--- src/scd_pkg.sv ---
`timescale 1ns / 1ps
`default_nettype none
// ----------------------------------------------------------------------------
// scd_pkg
// Shared widths, constants and register indexes of the sensor change detector.
// ----------------------------------------------------------------------------
package scd_pkg;

  // field widths
  localparam int ADC_BITS      = 12;
  localparam int TIME_BITS     = 32;
  localparam int MOTION_BITS   = 16;
  localparam int CHAN_BITS     = 3;
  localparam int MAX_CHANNELS  = 8;
  localparam int CFG_IDX_BITS  = 3;
  localparam int CFG_DATA_BITS = 16;

  // default number of luminance channels
  localparam int LUMIN_CHANNELS_DEF = 8;

  // time units
  localparam logic [6:0] MOTION_UNIT_MS = 7'd100;
  localparam logic [9:0] LUMIN_UNIT_MS  = 10'd1000;

  // reset values
  localparam logic [MOTION_BITS-1:0] MOTION_RESET_WORD = 16'h00fc;
  localparam logic [15:0] MOTION_MASK_RST     = 16'h00ff;
  localparam logic [7:0]  MOTION_INTERVAL_RST = 8'd20;
  localparam logic [7:0]  LUMIN_MASK_RST      = 8'hff;
  localparam logic [7:0]  LUMIN_INTERVAL_RST  = 8'd10;
  localparam logic [11:0] LUMIN_THRESHOLD_RST = 12'd0;

  // register indexes
  localparam logic [CFG_IDX_BITS-1:0] REG_MOTION_MASK     = 3'd0;
  localparam logic [CFG_IDX_BITS-1:0] REG_MOTION_INTERVAL = 3'd1;
  localparam logic [CFG_IDX_BITS-1:0] REG_LUMIN_MASK      = 3'd2;
  localparam logic [CFG_IDX_BITS-1:0] REG_LUMIN_INTERVAL  = 3'd3;
  localparam logic [CFG_IDX_BITS-1:0] REG_LUMIN_THRESHOLD = 3'd4;

  // input modes
  localparam logic MODE_SAMPLE = 1'b0;
  localparam logic MODE_SCAN   = 1'b1;

  // result word
  typedef struct packed {
    logic [MOTION_BITS-1:0]  motion_reported;
    logic                    motion_sampled;
    logic                    motion_changed;
    logic                    lumin_sampled;
    logic                    lumin_changed;
    logic [MAX_CHANNELS-1:0] lumin_change_bits;
    logic                    state_event;
  } scd_result_t;

endpackage
`default_nettype wire

--- src/scd_if.sv ---
`timescale 1ns / 1ps
`default_nettype none
// ----------------------------------------------------------------------------
// scd_in_if / scd_out_if
// Valid/ready channels for input words and result words.
// ----------------------------------------------------------------------------
interface scd_in_if
  import scd_pkg::*;
  ();
  logic                   valid;
  logic                   ready;
  logic                   mode;
  logic [TIME_BITS-1:0]   now_ms;
  logic [MOTION_BITS-1:0] motion_raw;
  logic [CHAN_BITS-1:0]   channel;
  logic [ADC_BITS-1:0]    sample_first;
  logic [ADC_BITS-1:0]    sample_second;

  modport source (output valid, mode, now_ms, motion_raw, channel, sample_first,
                  sample_second, input ready);
  modport sink (input valid, mode, now_ms, motion_raw, channel, sample_first,
                sample_second, output ready);
endinterface

interface scd_out_if
  import scd_pkg::*;
  ();
  logic                    valid;
  logic                    ready;
  logic [MOTION_BITS-1:0]  motion_reported;
  logic                    motion_sampled;
  logic                    motion_changed;
  logic                    lumin_sampled;
  logic                    lumin_changed;
  logic [MAX_CHANNELS-1:0] lumin_change_bits;
  logic                    state_event;

  modport source (output valid, motion_reported, motion_sampled, motion_changed,
                  lumin_sampled, lumin_changed, lumin_change_bits, state_event,
                  input ready);
  modport sink (input valid, motion_reported, motion_sampled, motion_changed,
                lumin_sampled, lumin_changed, lumin_change_bits, state_event,
                output ready);
endinterface
`default_nettype wire

--- src/scd_ram.sv ---
`timescale 1ns / 1ps
`default_nettype none
// ----------------------------------------------------------------------------
// scd_ram
// Generic single-write, single-read RAM with registered read data.
// ----------------------------------------------------------------------------
module scd_ram #(
  parameter int WIDTH = 12,
  parameter int DEPTH = 8,
  localparam int AW = (DEPTH > 1) ? $clog2(DEPTH) : 1
) (
  input  wire logic             clk,
  input  wire logic             we,
  input  wire logic [AW-1:0]    waddr,
  input  wire logic [WIDTH-1:0] wdata,
  input  wire logic [AW-1:0]    raddr,
  output logic      [WIDTH-1:0] rdata
);

  logic [WIDTH-1:0] mem [DEPTH];

  // write port
  always_ff @(posedge clk) begin
    if (we) begin
      mem[waddr] <= wdata;
    end
  end

  // registered read port
  always_ff @(posedge clk) begin
    rdata <= mem[raddr];
  end

endmodule
`default_nettype wire

--- src/sensor_change_detector.sv ---
// Sample word: taken and written to the current-value RAM; no result.
// Scan word: ST_TIME, then ST_WALK when luminance is due, then ST_DONE loads the result;
// the walk reads one channel per cycle from the two RAMs into one compare unit.
// Next word is taken the cycle after the result loads, not while a scan is in progress;
// a full result register holds the scan in its last step until the waiting word goes.
// Reset (synchronous, active high) restores registers, stamps, flags and RAM valid bits.
`timescale 1ns / 1ps
`default_nettype none
// ----------------------------------------------------------------------------
// sensor_change_detector
// Motion and luminance change detection with interval timing and RAM-held
// luminance history.
// ----------------------------------------------------------------------------
module sensor_change_detector
  import scd_pkg::*;
#(
  parameter int LUMIN_CHANNELS = LUMIN_CHANNELS_DEF
) (
  input  wire logic                     clk,
  input  wire logic                     rst,
  input  wire logic                     cfg_we,
  input  wire logic [CFG_IDX_BITS-1:0]  cfg_index,
  input  wire logic [CFG_DATA_BITS-1:0] cfg_data,
  scd_in_if.sink                        item_in,
  scd_out_if.source                     result_out
);

  localparam int CH_W  = (LUMIN_CHANNELS > 1) ? $clog2(LUMIN_CHANNELS) : 1;
  localparam int CNT_W = $clog2(LUMIN_CHANNELS + 1);
  localparam logic [CNT_W-1:0] CNT_LAST = CNT_W'(LUMIN_CHANNELS);
  localparam logic [CHAN_BITS:0] CHAN_LIMIT = LUMIN_CHANNELS[CHAN_BITS:0];

  localparam logic [1:0] ST_IDLE = 2'd0;
  localparam logic [1:0] ST_TIME = 2'd1;
  localparam logic [1:0] ST_WALK = 2'd2;
  localparam logic [1:0] ST_DONE = 2'd3;

  // configuration registers
  logic [15:0] motion_mask;
  logic [7:0]  motion_interval;
  logic [7:0]  lumin_mask;
  logic [7:0]  lumin_interval;
  logic [11:0] lumin_threshold;

  // control and scan state
  logic [1:0]             state;
  logic [TIME_BITS-1:0]   scan_now;
  logic [MOTION_BITS-1:0] scan_raw;
  logic [MOTION_BITS-1:0] motion_reported_reg;
  logic [MOTION_BITS-1:0] motion_previous;
  logic [TIME_BITS-1:0]   motion_stamp;
  logic [TIME_BITS-1:0]   lumin_stamp;
  logic [1:0]             flag_bits;
  logic [1:0]             flag_bits_previous;
  logic                   m_due;
  logic                   l_due;
  logic [MAX_CHANNELS-1:0] change_bits;
  logic [CNT_W-1:0]       rd_cnt;
  logic                   s1_valid;
  logic [CH_W-1:0]        s1_idx;
  logic [LUMIN_CHANNELS-1:0] cur_valid;
  logic [LUMIN_CHANNELS-1:0] prev_valid;

  // result register
  logic        out_valid;
  scd_result_t out_word;

  // ram ports
  logic                cur_we;
  logic [CH_W-1:0]     cur_waddr;
  logic [ADC_BITS-1:0] cur_wdata;
  logic [ADC_BITS-1:0] cur_rdata;
  logic [ADC_BITS-1:0] prev_rdata;
  logic [CH_W-1:0]     rd_addr;

  // compare path
  logic                 in_fire;
  logic                 sample_ok;
  logic [ADC_BITS:0]    sample_sum;
  logic [TIME_BITS-1:0] m_elapsed;
  logic [TIME_BITS-1:0] l_elapsed;
  logic [14:0]          m_limit;
  logic [17:0]          l_limit;
  logic                 m_due_now;
  logic                 l_due_now;
  logic [ADC_BITS-1:0]  cur_v;
  logic [ADC_BITS-1:0]  prev_v;
  logic [ADC_BITS-1:0]  diff;
  logic [MAX_CHANNELS-1:0] mask_sh;
  logic                 hit;
  logic [1:0]           flags_new;
  logic                 out_load;

  assign item_in.ready = (state == ST_IDLE);
  assign in_fire       = item_in.valid && (state == ST_IDLE);

  // sample word: truncated average into the current-value RAM
  assign sample_sum = {1'b0, item_in.sample_first} + {1'b0, item_in.sample_second};
  assign sample_ok  = ({1'b0, item_in.channel} < CHAN_LIMIT);
  assign cur_we     = in_fire && (item_in.mode == MODE_SAMPLE) && sample_ok;
  assign cur_waddr  = item_in.channel[CH_W-1:0];
  assign cur_wdata  = sample_sum[ADC_BITS:1];

  assign rd_addr = rd_cnt[CH_W-1:0];

  scd_ram #(
    .WIDTH (ADC_BITS),
    .DEPTH (LUMIN_CHANNELS)
  ) u_cur_ram (
    .clk   (clk),
    .we    (cur_we),
    .waddr (cur_waddr),
    .wdata (cur_wdata),
    .raddr (rd_addr),
    .rdata (cur_rdata)
  );

  scd_ram #(
    .WIDTH (ADC_BITS),
    .DEPTH (LUMIN_CHANNELS)
  ) u_prev_ram (
    .clk   (clk),
    .we    (s1_valid),
    .waddr (s1_idx),
    .wdata (cur_v),
    .raddr (rd_addr),
    .rdata (prev_rdata)
  );

  // interval checks
  assign m_elapsed = scan_now - motion_stamp;
  assign l_elapsed = scan_now - lumin_stamp;
  assign m_limit   = 15'(motion_interval) * 15'(MOTION_UNIT_MS);
  assign l_limit   = 18'(lumin_interval) * 18'(LUMIN_UNIT_MS);
  assign m_due_now = (motion_interval != 8'd0) && (m_elapsed > TIME_BITS'(m_limit));
  assign l_due_now = (lumin_interval != 8'd0) && (l_elapsed > TIME_BITS'(l_limit));

  // channel compare unit, unwritten entries read as zero
  assign cur_v   = cur_valid[s1_idx]  ? cur_rdata  : '0;
  assign prev_v  = prev_valid[s1_idx] ? prev_rdata : '0;
  assign diff    = (cur_v >= prev_v) ? (cur_v - prev_v) : (prev_v - cur_v);
  assign mask_sh = lumin_mask >> s1_idx;
  assign hit     = (lumin_threshold != 12'd0) && mask_sh[0] && (diff >= lumin_threshold);

  // flags after this scan
  assign flags_new = {(l_due ? (change_bits != '0) : flag_bits[1]), flag_bits[0]};
  assign out_load  = (state == ST_DONE) && (!out_valid || result_out.ready);

  // configuration writes
  always_ff @(posedge clk) begin
    if (rst) begin
      motion_mask     <= MOTION_MASK_RST;
      motion_interval <= MOTION_INTERVAL_RST;
      lumin_mask      <= LUMIN_MASK_RST;
      lumin_interval  <= LUMIN_INTERVAL_RST;
      lumin_threshold <= LUMIN_THRESHOLD_RST;
    end else if (cfg_we) begin
      unique case (cfg_index)
        REG_MOTION_MASK:     motion_mask     <= cfg_data;
        REG_MOTION_INTERVAL: motion_interval <= cfg_data[7:0];
        REG_LUMIN_MASK:      lumin_mask      <= cfg_data[7:0];
        REG_LUMIN_INTERVAL:  lumin_interval  <= cfg_data[7:0];
        REG_LUMIN_THRESHOLD: lumin_threshold <= cfg_data[11:0];
        default: ;
      endcase
    end
  end

  // scan sequencer
  always_ff @(posedge clk) begin
    if (rst) begin
      state               <= ST_IDLE;
      motion_reported_reg <= MOTION_RESET_WORD;
      motion_previous     <= '0;
      motion_stamp        <= '0;
      lumin_stamp         <= '0;
      flag_bits           <= '0;
      flag_bits_previous  <= '0;
      m_due               <= 1'b0;
      l_due               <= 1'b0;
      change_bits         <= '0;
      rd_cnt              <= '0;
      s1_valid            <= 1'b0;
      cur_valid           <= '0;
      prev_valid          <= '0;
    end else begin
      if (cur_we) begin
        cur_valid[cur_waddr] <= 1'b1;
      end
      s1_valid <= 1'b0;
      unique case (state)
        ST_IDLE: begin
          if (in_fire && (item_in.mode == MODE_SCAN)) begin
            state <= ST_TIME;
          end
        end
        ST_TIME: begin
          m_due       <= m_due_now;
          l_due       <= l_due_now;
          change_bits <= '0;
          rd_cnt      <= '0;
          if (m_due_now) begin
            motion_stamp        <= scan_now;
            motion_reported_reg <= scan_raw;
            motion_previous     <= scan_raw;
            flag_bits[0]        <= ((motion_mask & scan_raw) != (motion_mask & motion_previous));
          end
          if (l_due_now) begin
            lumin_stamp <= scan_now;
            state       <= ST_WALK;
          end else begin
            state <= ST_DONE;
          end
        end
        ST_WALK: begin
          // issue one read per cycle, compare it in the cycle after
          if (rd_cnt != CNT_LAST) begin
            rd_cnt   <= rd_cnt + 1'b1;
            s1_valid <= 1'b1;
            s1_idx   <= rd_addr;
          end else if (!s1_valid) begin
            state <= ST_DONE;
          end
          if (s1_valid) begin
            prev_valid[s1_idx] <= 1'b1;
            if (hit) begin
              change_bits <= change_bits | (MAX_CHANNELS'(1) << s1_idx);
            end
          end
        end
        ST_DONE: begin
          if (out_load) begin
            flag_bits          <= flags_new;
            flag_bits_previous <= flags_new;
            state              <= ST_IDLE;
          end
        end
        default: state <= ST_IDLE;
      endcase
    end
  end

  // scan word capture
  always_ff @(posedge clk) begin
    if (in_fire) begin
      scan_now <= item_in.now_ms;
      scan_raw <= item_in.motion_raw;
    end
  end

  // result register
  always_ff @(posedge clk) begin
    if (rst) begin
      out_valid <= 1'b0;
    end else if (out_load) begin
      out_valid <= 1'b1;
    end else if (result_out.ready) begin
      out_valid <= 1'b0;
    end
  end

  always_ff @(posedge clk) begin
    if (out_load) begin
      out_word.motion_reported   <= motion_reported_reg;
      out_word.motion_sampled    <= m_due;
      out_word.motion_changed    <= flags_new[0];
      out_word.lumin_sampled     <= l_due;
      out_word.lumin_changed     <= flags_new[1];
      out_word.lumin_change_bits <= l_due ? change_bits : '0;
      out_word.state_event       <= (flags_new != flag_bits_previous);
    end
  end

  assign result_out.valid             = out_valid;
  assign result_out.motion_reported   = out_word.motion_reported;
  assign result_out.motion_sampled    = out_word.motion_sampled;
  assign result_out.motion_changed    = out_word.motion_changed;
  assign result_out.lumin_sampled     = out_word.lumin_sampled;
  assign result_out.lumin_changed     = out_word.lumin_changed;
  assign result_out.lumin_change_bits = out_word.lumin_change_bits;
  assign result_out.state_event       = out_word.state_event;

endmodule
`default_nettype wire
--- src/flat_wrapper.sv ---
// flat-port wrapper written by rule: the top's interface ports become plain ports
module sensor_change_detector_flat import scd_pkg::*;
#(
  parameter int LUMIN_CHANNELS = LUMIN_CHANNELS_DEF
)
  (clk, rst, cfg_we, cfg_index, cfg_data, item_in_valid, item_in_mode, item_in_now_ms, item_in_motion_raw, item_in_channel, item_in_sample_first, item_in_sample_second, item_in_ready, result_out_valid, result_out_motion_reported, result_out_motion_sampled, result_out_motion_changed, result_out_lumin_sampled, result_out_lumin_changed, result_out_lumin_change_bits, result_out_state_event, result_out_ready);
  scd_in_if item_in_i ();
  scd_out_if result_out_i ();
  input  wire logic clk;
  input  wire logic rst;
  input  wire logic cfg_we;
  input  wire logic [CFG_IDX_BITS-1:0] cfg_index;
  input  wire logic [CFG_DATA_BITS-1:0] cfg_data;
  input wire logic [$bits(item_in_i.valid)-1:0] item_in_valid;
  input wire logic [$bits(item_in_i.mode)-1:0] item_in_mode;
  input wire logic [$bits(item_in_i.now_ms)-1:0] item_in_now_ms;
  input wire logic [$bits(item_in_i.motion_raw)-1:0] item_in_motion_raw;
  input wire logic [$bits(item_in_i.channel)-1:0] item_in_channel;
  input wire logic [$bits(item_in_i.sample_first)-1:0] item_in_sample_first;
  input wire logic [$bits(item_in_i.sample_second)-1:0] item_in_sample_second;
  output wire logic [$bits(item_in_i.ready)-1:0] item_in_ready;
  output wire logic [$bits(result_out_i.valid)-1:0] result_out_valid;
  output wire logic [$bits(result_out_i.motion_reported)-1:0] result_out_motion_reported;
  output wire logic [$bits(result_out_i.motion_sampled)-1:0] result_out_motion_sampled;
  output wire logic [$bits(result_out_i.motion_changed)-1:0] result_out_motion_changed;
  output wire logic [$bits(result_out_i.lumin_sampled)-1:0] result_out_lumin_sampled;
  output wire logic [$bits(result_out_i.lumin_changed)-1:0] result_out_lumin_changed;
  output wire logic [$bits(result_out_i.lumin_change_bits)-1:0] result_out_lumin_change_bits;
  output wire logic [$bits(result_out_i.state_event)-1:0] result_out_state_event;
  input wire logic [$bits(result_out_i.ready)-1:0] result_out_ready;
  assign item_in_i.valid = item_in_valid;
  assign item_in_i.mode = item_in_mode;
  assign item_in_i.now_ms = item_in_now_ms;
  assign item_in_i.motion_raw = item_in_motion_raw;
  assign item_in_i.channel = item_in_channel;
  assign item_in_i.sample_first = item_in_sample_first;
  assign item_in_i.sample_second = item_in_sample_second;
  assign item_in_ready = item_in_i.ready;
  assign result_out_valid = result_out_i.valid;
  assign result_out_motion_reported = result_out_i.motion_reported;
  assign result_out_motion_sampled = result_out_i.motion_sampled;
  assign result_out_motion_changed = result_out_i.motion_changed;
  assign result_out_lumin_sampled = result_out_i.lumin_sampled;
  assign result_out_lumin_changed = result_out_i.lumin_changed;
  assign result_out_lumin_change_bits = result_out_i.lumin_change_bits;
  assign result_out_state_event = result_out_i.state_event;
  assign result_out_i.ready = result_out_ready;
  sensor_change_detector #(.LUMIN_CHANNELS(LUMIN_CHANNELS)) u_core (.clk(clk), .rst(rst), .cfg_we(cfg_we), .cfg_index(cfg_index), .cfg_data(cfg_data), .item_in(item_in_i), .result_out(result_out_i));
endmodule
--- config.mk ---
export PLATFORM = sky130hd
export DESIGN_NAME = sensor_change_detector_flat
export DESIGN_NICKNAME = d
export VERILOG_FILES = /design/src/scd_pkg.sv /design/src/scd_if.sv /design/src/scd_ram.sv /design/src/sensor_change_detector.sv /design/src/flat_wrapper.sv
export SDC_FILE = /design/constraint.sdc
export NUM_CORES = 1
export LEC_CHECK = 0
export BUFFER_PORTS_ARGS = -buffer_cell sky130_fd_sc_hd__buf_2
export CAP_MARGIN = 20
export CORE_ASPECT_RATIO = 0.7
export CORE_MARGIN = 2
export CORE_UTILIZATION = 53
export CTS_CLUSTER_DIAMETER = 120
export DETAILED_ROUTE_END_ITERATION = 16
export PLACE_DENSITY = 0.76
export SLEW_MARGIN = 20
export SYNTH_ARGS = -nofsm -noshare
export SYNTH_HDL_FRONTEND = slang
export SYNTH_SLANG_ARGS = --single-unit
--- constraint.sdc ---
create_clock -name clk -period 9 [get_ports clk]
set_input_delay 0.45 -clock clk [delete_from_list [all_inputs] [get_ports clk]]
set_output_delay 0.45 -clock clk [all_outputs]
set_load 0.005 [all_outputs]
==> impl_metrics.ini, run 1 <==
[detailed_routing]
drtPass1Iterations = 6
route.vias.total = 18800
drtIter0Drc = 1901
drtAntennaViolNets = 0
drt_wl_total_um = 66300
viasPerCell = 5.87
drc_errors = 0
wl_per_cell_um = 20.7

[global_route]
antenna_found_initial = 5
grt_start_max_net_pins = 104
grt_pass1_vias = 18300
overflow = 0
grt_pass1_wl_um = 104000
grt_use_total_pct = 26.4

[worst_hold_path]
hp-class = in2reg

[power]
p_leak_nw = 11.1
ir_worst_vdd_v = 0.000160
powerDensity_nw_per_um2 = 257
finalPower_mw = 7.36

[cts]
htree_levels = 2
clk_pin_slew_ns = 0.07
cts_root_buf = clkbuf_16
postCtsSetupBuffers = 0
cts_buffers = 45
clkLatencyLatePin_ns = 0.60
clockBufferDepth = 3
tritoncts = yes
clock_sinks = 471

[critical_path]
worstSetupPathType = reg2reg
cp.arrival_ns = 7.71
startpoint_type = register
end_kind = register
worstPathRequired_ns = 9.49
cp_max_fo = 33

[timing]
tns_ns = 0
min_period_ns = 7.22
rsz0062_at_grt = false
finalCritPeriodShare_pct = 80.2
worst_pin_slew_ns = 1.06
relSlewSlack_pct = 29.0
hold_viol_final = 0
finalSetupViolCount = 0
slew_violations = 0
clock_skew_ns = 0.0303
fmax_ghz = 0.139

[floorplanning]
fp-row-count = 67
initial_utilization_pct = 53.9
core_um2 = 48000
io_pins = 131
die_h_um = 189
die_w_um = 268
die_area_um2 = 50600

[logic_synthesis]
synth_area_um2 = 25900
ys_ff_latch = 471
synthTopCellsByCount = 272 x edfxtp_1, 218 x ha_1, 210 x nand2_1, 203 x a21oi_1, 202 x inv_1
async_flop_share_pct = 0
synth_top_area_cell = edfxtp_1
synth.area.top_cells = edfxtp_1 32%, dfxtp_1 15%, ha_1 11%
synthMostInstantiatedCell = edfxtp_1
synth_edf_count = 272
yosys.cell_types.count = 81
synthesis.nets = 2755
syn_avg_cell_area_um2 = 10.7
syn_inst = 2408
synth_top_flop_cell = edfxtp_1
synth_top_cell_area_share_pct = 31.6
ys_seq_area_share_pct = 47.0
synth_warnings = 0

[placement]
dpl_cell_area_um2 = 27000
port_buffers = 130
gp_congestion = 0.931
hpwl_um = 48000

[job]
max_cap_viol_count = 0

[finish]
fin_nets = 2854
area_growth_pct = 10.8
design_area_um2 = 28700
drive_gt1_share_pct = 13.2
reg_top3 = u_core.u_cur_ram.mem (96), u_core.u_prev_ram.mem (96)

[status]
status = finished clean
==> cell usage in the layout, fill, tap and decap left out, drive strengths merged, types with 10 or more instances in the layout <==
master and n:
nor2b 21, nand4 25, nor3 16, edfxtp 272, buf 154, dfxtp 199
a22oi 11, nand3b 26, o21a 19, clkinv 17, mux4 52, fa 29
o211ai 11, inv 202, a21oi 204, mux2 29, clkbuf 59, a211o 10
a31oi 16, o21bai 10, and3 12, nor2 116, a21o 43, nand3 82
mux2i 43, nor4 11, xnor2 56, nand2 210, nand2b 83, o21ai 123
ha 218, xor2 50, and2 19
==> per-layer routing <==
layer | vias up | global-route usage, % | share of wire, %
met1 | 9133 | 40.6 | 47
met3 | 95 | 6.83 | 10
met2 | 772 | 36.8 | 41
met4 | 0 | 7.09 | 2.0
li1 | 8811 | - | -
met5 | - | 0 | 0
==> worst max-delay path, cell delays in order (launching register included) <==
cell,delay (ns)
dfxtp_1,0.53
fa_1,0.54
xor2_1,0.19
ha_1,0.27
inv_1,0.05
fa_1,0.49
fa_1,0.53
inv_1,0.04
ha_1,0.27
inv_1,0.10
o21ai_0,0.09
and2_1,0.16
o21ai_0,0.19
nand2_1,0.08
a21oi_1,0.21
o21ai_0,0.15
o41ai_1,0.38
xnor2_1,0.14
ha_1,0.32
a2111oi_0,0.35
o311ai_0,0.20
o21ai_0,0.17
nor4b_1,0.25
o2111ai_1,0.17
nor4_2,0.15
nand4b_1,0.16
and3_2,0.60
mux2i_1,0.33
==> metrics by stage <==
step,worst slack [ns],util [%],hold WS [ns],cells
2_1_floorplan,2.71,-,0.405,2408
3_3_place_gp,2.01,56.3,0.414,3111
3_5_place_dp,1.82,56.3,0.415,3111
4_1_cts,1.80,59.6,0.000121,3198
5_1_grt,1.13,59.7,0.00882,3201
6_report,1.78,59.7,0.0194,3202
==> worst paths after layout <==
path                                 startpoint                                    to  slack, ns  cells past startpoint
setup / recovery       u_core.lumin_interval[1]                u_core.lumin_stamp[25]       1.78                     27
hold / removal                item_in_now_ms[2]                    u_core.scan_now[2]       0.02                      1
hold reg to reg   u_core.motion_reported_reg[5]  u_core.result_out.motion_reported[5]       0.42                      0
setup reg to reg       u_core.lumin_interval[1]                u_core.lumin_stamp[25]       1.78                     27
==> final cells by class <==
type	count	area, um2
diodes	4	10.0
clock buffers	59	1250
clock inverters	24	315
fillers	3852	19400
inverters	202	761
multi-input cells	1629	12500
flip-flops and latches	471	12200
well taps	655	820
repair buffers	158	873
==> cells by family after synthesis <==
group                    after synthesis  synth area share (%)
AO/OA/AOI/OAI                        513                  12.1
XOR/XNOR                             106                  3.59
adder cells (fa/ha/maj)              247                  12.8
buffers and inverters                308                  4.91
flip-flops                           471                  47.0
multiplexers                         124                  7.45
AND/OR/NAND/NOR                      639                  12.2
==> where the power goes <==
group | total (mW) | internal [mW] | switching (mW)
clock network | 2.00 | 1.14 | 0.858
registers | 2.76 | 2.54 | 0.216
logic | 2.61 | 1.05 | 1.56
total | 7.36 | 4.73 | 2.64
==> what timing repair did <==
item	CTS	global route
endpoints found under the hold margin	4	0
gates resized for setup	0	0
hold buffers	4	0
No activity file was read; power rests on OpenSTA's default activity.
==> run 2, diff against run 1 <==
Settings changed: ABC_AREA set to 1, PLACE_DENSITY 0.76 to 0.75.
Clock period 9 ns to 6.7 ns, I/O delays scaled along.
==> run 2 against run 1 <==
  * Utilization increased by 0.66 points
  * Final cell count increased by 32%
  * Register-to-register slack got worse by 1.1 ns
  * Highest routed layer unchanged
==> impl_metrics.ini, run 2 <==
[status]
status = finished clean

[critical_path]
cp_max_fo = 33
end_kind = register
startpoint_type = register
worstSetupPathType = reg2reg
crit_path_top_delay_cell = fa_1
cp.arrival_ns = 6.52
path_delay_family = adder cells
critPathBufInv = 6
worstPathRequired_ns = 7.20
cp_common_cell = nand2_1
critPathMaxStageDelay_ns = 0.53
r2r_setup_slack_ns = 0.68

[placement]
port_buffers = 130
gp_congestion = 0.964
hpwl_um = 53000
dpl.cell_count = 4091

[logic_synthesis]
synthMostInstantiatedCell = nand2_1
synth_top_flop_cell = edfxtp_1
synth_edf_count = 272
synth_top_area_cell = edfxtp_1
yosys.cell_types.count = 49
synth_warnings = 0
ys_ff_latch = 471
synthTopCellsByCount = 725 x nand2_1, 527 x inv_1, 458 x nor2_1, 272 x edfxtp_1, 218 x ha_1
syn_avg_cell_area_um2 = 8.09
synth_area_um2 = 27100
ys_seq_area_share_pct = 44.9
async_flop_share_pct = 0
synthesis.nets = 3693
synth_top_cell_area_share_pct = 30.2
synth.area.top_cells = edfxtp_1 30%, dfxtp_1 15%, ha_1 10%
syn_inst = 3346

[detailed_routing]
drt_wl_total_um = 74100
viasPerCell = 5.37
drtAntennaViolNets = 0
drtIter0Drc = 2340
route.vias.total = 22700
wl_per_cell_um = 17.5
drc_errors = 0
drtPass1Iterations = 7

[global_route]
gr-usage-met1_pct = 44.2
antenna_found_initial = 3
grt_start_max_net_pins = 97
overflow = 0
gr-usage-met3_pct = 6.35
grt_pass1_wl_um = 114000
met2_usage_pct = 37.8
grt_pass1_vias = 20300
grt-busiest-layer = met1
grt_use_total_pct = 27.8

[floorplanning]
fp-row-count = 69
die_h_um = 193
io_pins = 131
core_um2 = 50600
die_area_um2 = 53000
initial_utilization_pct = 53.5
die_w_um = 274

[power]
powerDensity_nw_per_um2 = 388
finalPower_mw = 11.9
ir_worst_vdd_v = 0.000220
p_leak_nw = 14.3

[timing]
rsz0062_at_grt = false
clock_skew_ns = 0.0242
tns_ns = 0
slew_violations = 0
worst_pin_slew_ns = 1.08
finalSetupViolCount = 0
min_period_ns = 6.02
fmax_ghz = 0.166
finalCritPeriodShare_pct = 89.8
hold_viol_final = 0
relSlewSlack_pct = 28.3

[cts]
postCtsSetupBuffers = 0
tritoncts = yes
clk_pin_slew_ns = 0.07
cts_resized = 0
clock_sinks = 471
htree_levels = 2
clockBufferDepth = 3
clkLatencyLatePin_ns = 0.60
cts_root_buf = clkbuf_16
cts_buffers = 46

[job]
max_cap_viol_count = 0

[finish]
fillCellCount = 4454
fin_nets = 3862
final_cell_mix = 725 x nand2_1, 523 x inv_1, 456 x nor2_1
drive_gt1_share_pct = 7.60
final_common_cell = nand2_1
reg_top3 = u_core.u_cur_ram.mem (96), u_core.u_prev_ram.mem (96)
final_cells = 4228
area_growth_pct = 12.7

[worst_hold_path]
hp-class = in2reg
-- run 2: cell types whose count changed in the layout (fill, tap and decap cells not counted), sizes merged, moves of 26 or more --
cell,previous run,this run
nand4,25,78
o21ai,123,201
mux2,29,1
inv,202,533
nand3,82,108
o22ai,0,34
mux4,52,0
nand2b,83,0
nor2,116,461
mux2i,43,3
a21o,43,4
nand2,210,727
xnor2,56,18
dlygate4sd3,4,50
-- run 2: stage by stage --
| step | worst slack (ns) | util, % | area (um2) | hold slack (ns) |
|---|---|---|---|---|
| after floorplan | 1.27 | - | 27100 | 0.408 |
| after global placement | 0.820 | 56.3 | 28500 | 0.425 |
| after detailed placement | 0.712 | 56.4 | 28500 | 0.441 |
| after CTS | 0.678 | 60.3 | 30500 | 0.000142 |
| after global routing | 0.110 | 60.3 | 30500 | 0.0834 |
| final | 0.683 | 60.3 | 30500 | 0.0700 |
-- run 2: worst paths after layout --
| path | from | cells past startpoint | end |
|---|---|---|---|
| setup / recovery | u_core.lumin_interval[1] | 33 | u_core.lumin_stamp[20] |
| hold / removal | cfg_data[15] | 3 | u_core.motion_mask[15] |
| setup reg to reg | u_core.lumin_interval[1] | 33 | u_core.lumin_stamp[20] |
| hold reg to reg | u_core.prev_valid[0] | 2 | u_core.prev_valid[0] |
-- run 2: layout make-up --
cell class,count,area (um2),area share (%)
Inverter,531,2000,6.54
Timing Repair Buffer,214,1410,4.61
Antenna cell,1,2.50,0.00820
Tap cell,674,843,2.76
Multi-Input combinational cell,2251,12600,41.3
Sequential cell,471,12200,39.8
Clock inverter,19,206,0.676
Clock buffer,67,1300,4.26
-- run 2: worst reg2reg max path, delay by kind of cell (launching register included) --
family                     cells  cell delay [ns]
AOI/OAI and AO/OA              6             1.09
buffers and inverters          6             0.62
xor gates and xnor gates       2             0.36
and+or+nand+nor               13             0.98
DFF                            1             0.49
adders and majority gates      6             2.35
-- run 2: cell families (layout without fill, tap and decap cells) --
group                    after synthesis  after routing  synth area share (%)
adder cells (fa/ha/maj)              247            247                  12.2
AND/OR/NAND/NOR                     1437           1437                  21.7
buffers and inverters                624            831                  8.86
other                                  0              1                     0
flip-flops                           471            471                  44.9
multiplexers                           4              4                 0.152
XOR/XNOR                              73             73                  2.36
AO/OA/AOI/OAI                        490            490                  9.82
-- run 2: timing repair --
item | 4_1_cts | 5_1_grt
endpoints found under the setup margin | 0 | 0
endpoints found under the hold margin | 50 | 0
hold buffers | 50 | 0
-- run 2: metal layers --
layer  routed length [um]  vias up
met4                 1200        0
met1                36400    10600
li1                     -    11200
met3                 7640       78
met5                    0        -
met2                28800      836
-- run 2: power by group --
group / leakage [nW] / total, mW / switching [mW] / internal [mW]
Clock: 0.725 / 2.62 / 1.17 / 1.45
Combinational: 9.40 / 5.42 / 3.54 / 1.88
Sequential: 4.13 / 3.82 / 0.295 / 3.53
Total: 14.3 / 11.9 / 5.00 / 6.86
==> run 3, diff against run 2 <==
Clock period 6.7 ns to 6.4 ns, I/O delays scaled along.
==> run 3 against run 2 <==
  * Via count barely moved
  * Register-to-register slack worse by 0.19 ns
  * Sequential power increased by 4%
  * Critical path type unchanged
  * Largest cell class unchanged
  * Largest power group unchanged
==> impl_metrics.ini, run 3 (synthesized netlist as in run 2, its figures left out) <==
[status]
status = finished clean

[finish]
final_cell_mix = 725 x nand2_1, 522 x inv_1, 454 x nor2_1
fillCellCount = 4451
postLayoutCoreUtil_pct = 60.5
area_growth_pct = 13.0
design_area_um2 = 30600
reg_top3 = u_core.u_cur_ram.mem (96), u_core.u_prev_ram.mem (96)
drive_gt1_share_pct = 7.86
fin_nets = 3861
final_common_cell = nand2_1

[detailed_routing]
drtPass1Iterations = 6
drtIter0Drc = 2329
viasPerCell = 5.38
drt_wl_total_um = 73900
wl_per_cell_um = 17.5
drtAntennaViolNets = 0
drc_errors = 0
route.vias.total = 22700

[cts]
tritoncts = yes
clockBufferDepth = 3
clkLatencyLatePin_ns = 0.61
clk_pin_slew_ns = 0.08
clock_sinks = 471
cts_root_buf = clkbuf_16
cts_buffers = 45
htree_levels = 2

[power]
powerDensity_nw_per_um2 = 410
p_leak_nw = 14.3
finalPower_mw = 12.6
ir_worst_vdd_v = 0.000249

[floorplanning]
fp-row-count = 69
io_pins = 131
core_um2 = 50600
die_area_um2 = 53000
die_h_um = 193
initial_utilization_pct = 53.5
die_w_um = 274

[placement]
dpl_cell_area_um2 = 28500
gp_congestion = 0.978
hpwl_um = 52700
port_buffers = 130

[global_route]
grt_use_total_pct = 27.7
overflow = 0
grt_start_max_net_pins = 98
antenna_found_initial = 1
grt_pass1_wl_um = 113000
grt_pass1_vias = 20100

[timing]
slew_violations = 0
hold_viol_final = 0
finalSetupViolCount = 0
worst_pin_slew_ns = 1.19
whs_ns = 0.0589
clock_skew_ns = 0.0182
fmax_ghz = 0.169
tns_ns = 0
min_period_ns = 5.91
rsz0062_at_grt = false
relSlewSlack_pct = 19.5
finalCritPeriodShare_pct = 92.3

[critical_path]
worstPathRequired_ns = 6.90
r2r_setup_slack_ns = 0.49
cp.arrival_ns = 6.41
worstSetupPathType = reg2reg
startpoint_type = register
end_kind = register
cp_max_fo = 33
crit_path_top_delay_cell = fa_1
critPathMaxStageDelay_ns = 0.52

[worst_hold_path]
hp-class = in2reg

[job]
max_cap_viol_count = 0
[run 3: cell type report]
class | instances | area (um2) | area share (%)
Tap cell | 674 | 843 | 2.76
Timing Repair Buffer | 214 | 1420 | 4.63
Clock inverter | 29 | 398 | 1.30
Multi-Input combinational cell | 2251 | 12600 | 41.2
Sequential cell | 471 | 12200 | 39.7
Inverter | 531 | 2000 | 6.52
Antenna cell | 2 | 5.00 | 0.0164
Clock buffer | 54 | 1190 | 3.89
[run 3: report_power, final]
| part | total, mW | internal, mW | switching [mW] |
|---|---|---|---|
| Clock | 2.90 | 1.64 | 1.26 |
| Combinational | 5.68 | 1.97 | 3.70 |
| Sequential | 3.98 | 3.69 | 0.288 |
| Total | 12.6 | 7.30 | 5.25 |
[run 3: per-stage QoR]
stage          setup slack (ns)  instances
6_report                  0.491       4226
5_1_grt                  0.0157       4225
4_1_cts                   0.364       4224
3_5_place_dp              0.405       4091
3_3_place_gp              0.589       4091
2_1_floorplan             0.970       3346
[run 3: final timing paths]
check / from / end / cells past startpoint
max: u_core.lumin_interval[2] / u_core.lumin_stamp[31] / 30
min reg2reg: u_core.motion_previous[15] / u_core.result_out.motion_reported[15] / 0
min: cfg_data[15] / u_core.motion_mask[15] / 3
max reg2reg: u_core.lumin_interval[2] / u_core.lumin_stamp[31] / 30
[run 3: metal layers]
metal  wire length [um]  GRT usage (%)  part of all wire, %
met1              36400           44.2                   49
met2              29200           38.0                   40
met3               7080           5.65                  9.6
met4               1140           5.81                  1.5
met5                  0              0                    0
[run 3: critical path: cells and delay by family (launching register included)]
family          cells  cell delay [ns]
fa+ha+maj           6             2.41
simple gates       12             1.21
compound gates      5             0.89
buf+inv             5             0.48
flops               1             0.48
xor+xnor            2             0.29
[run 3: timing repair]
action	CTS	global route
buffers inserted	0	0
gates resized for setup	0	5
setup endpoints to repair	0	34
hold buffers	50	0
hold endpoints to repair	50	0
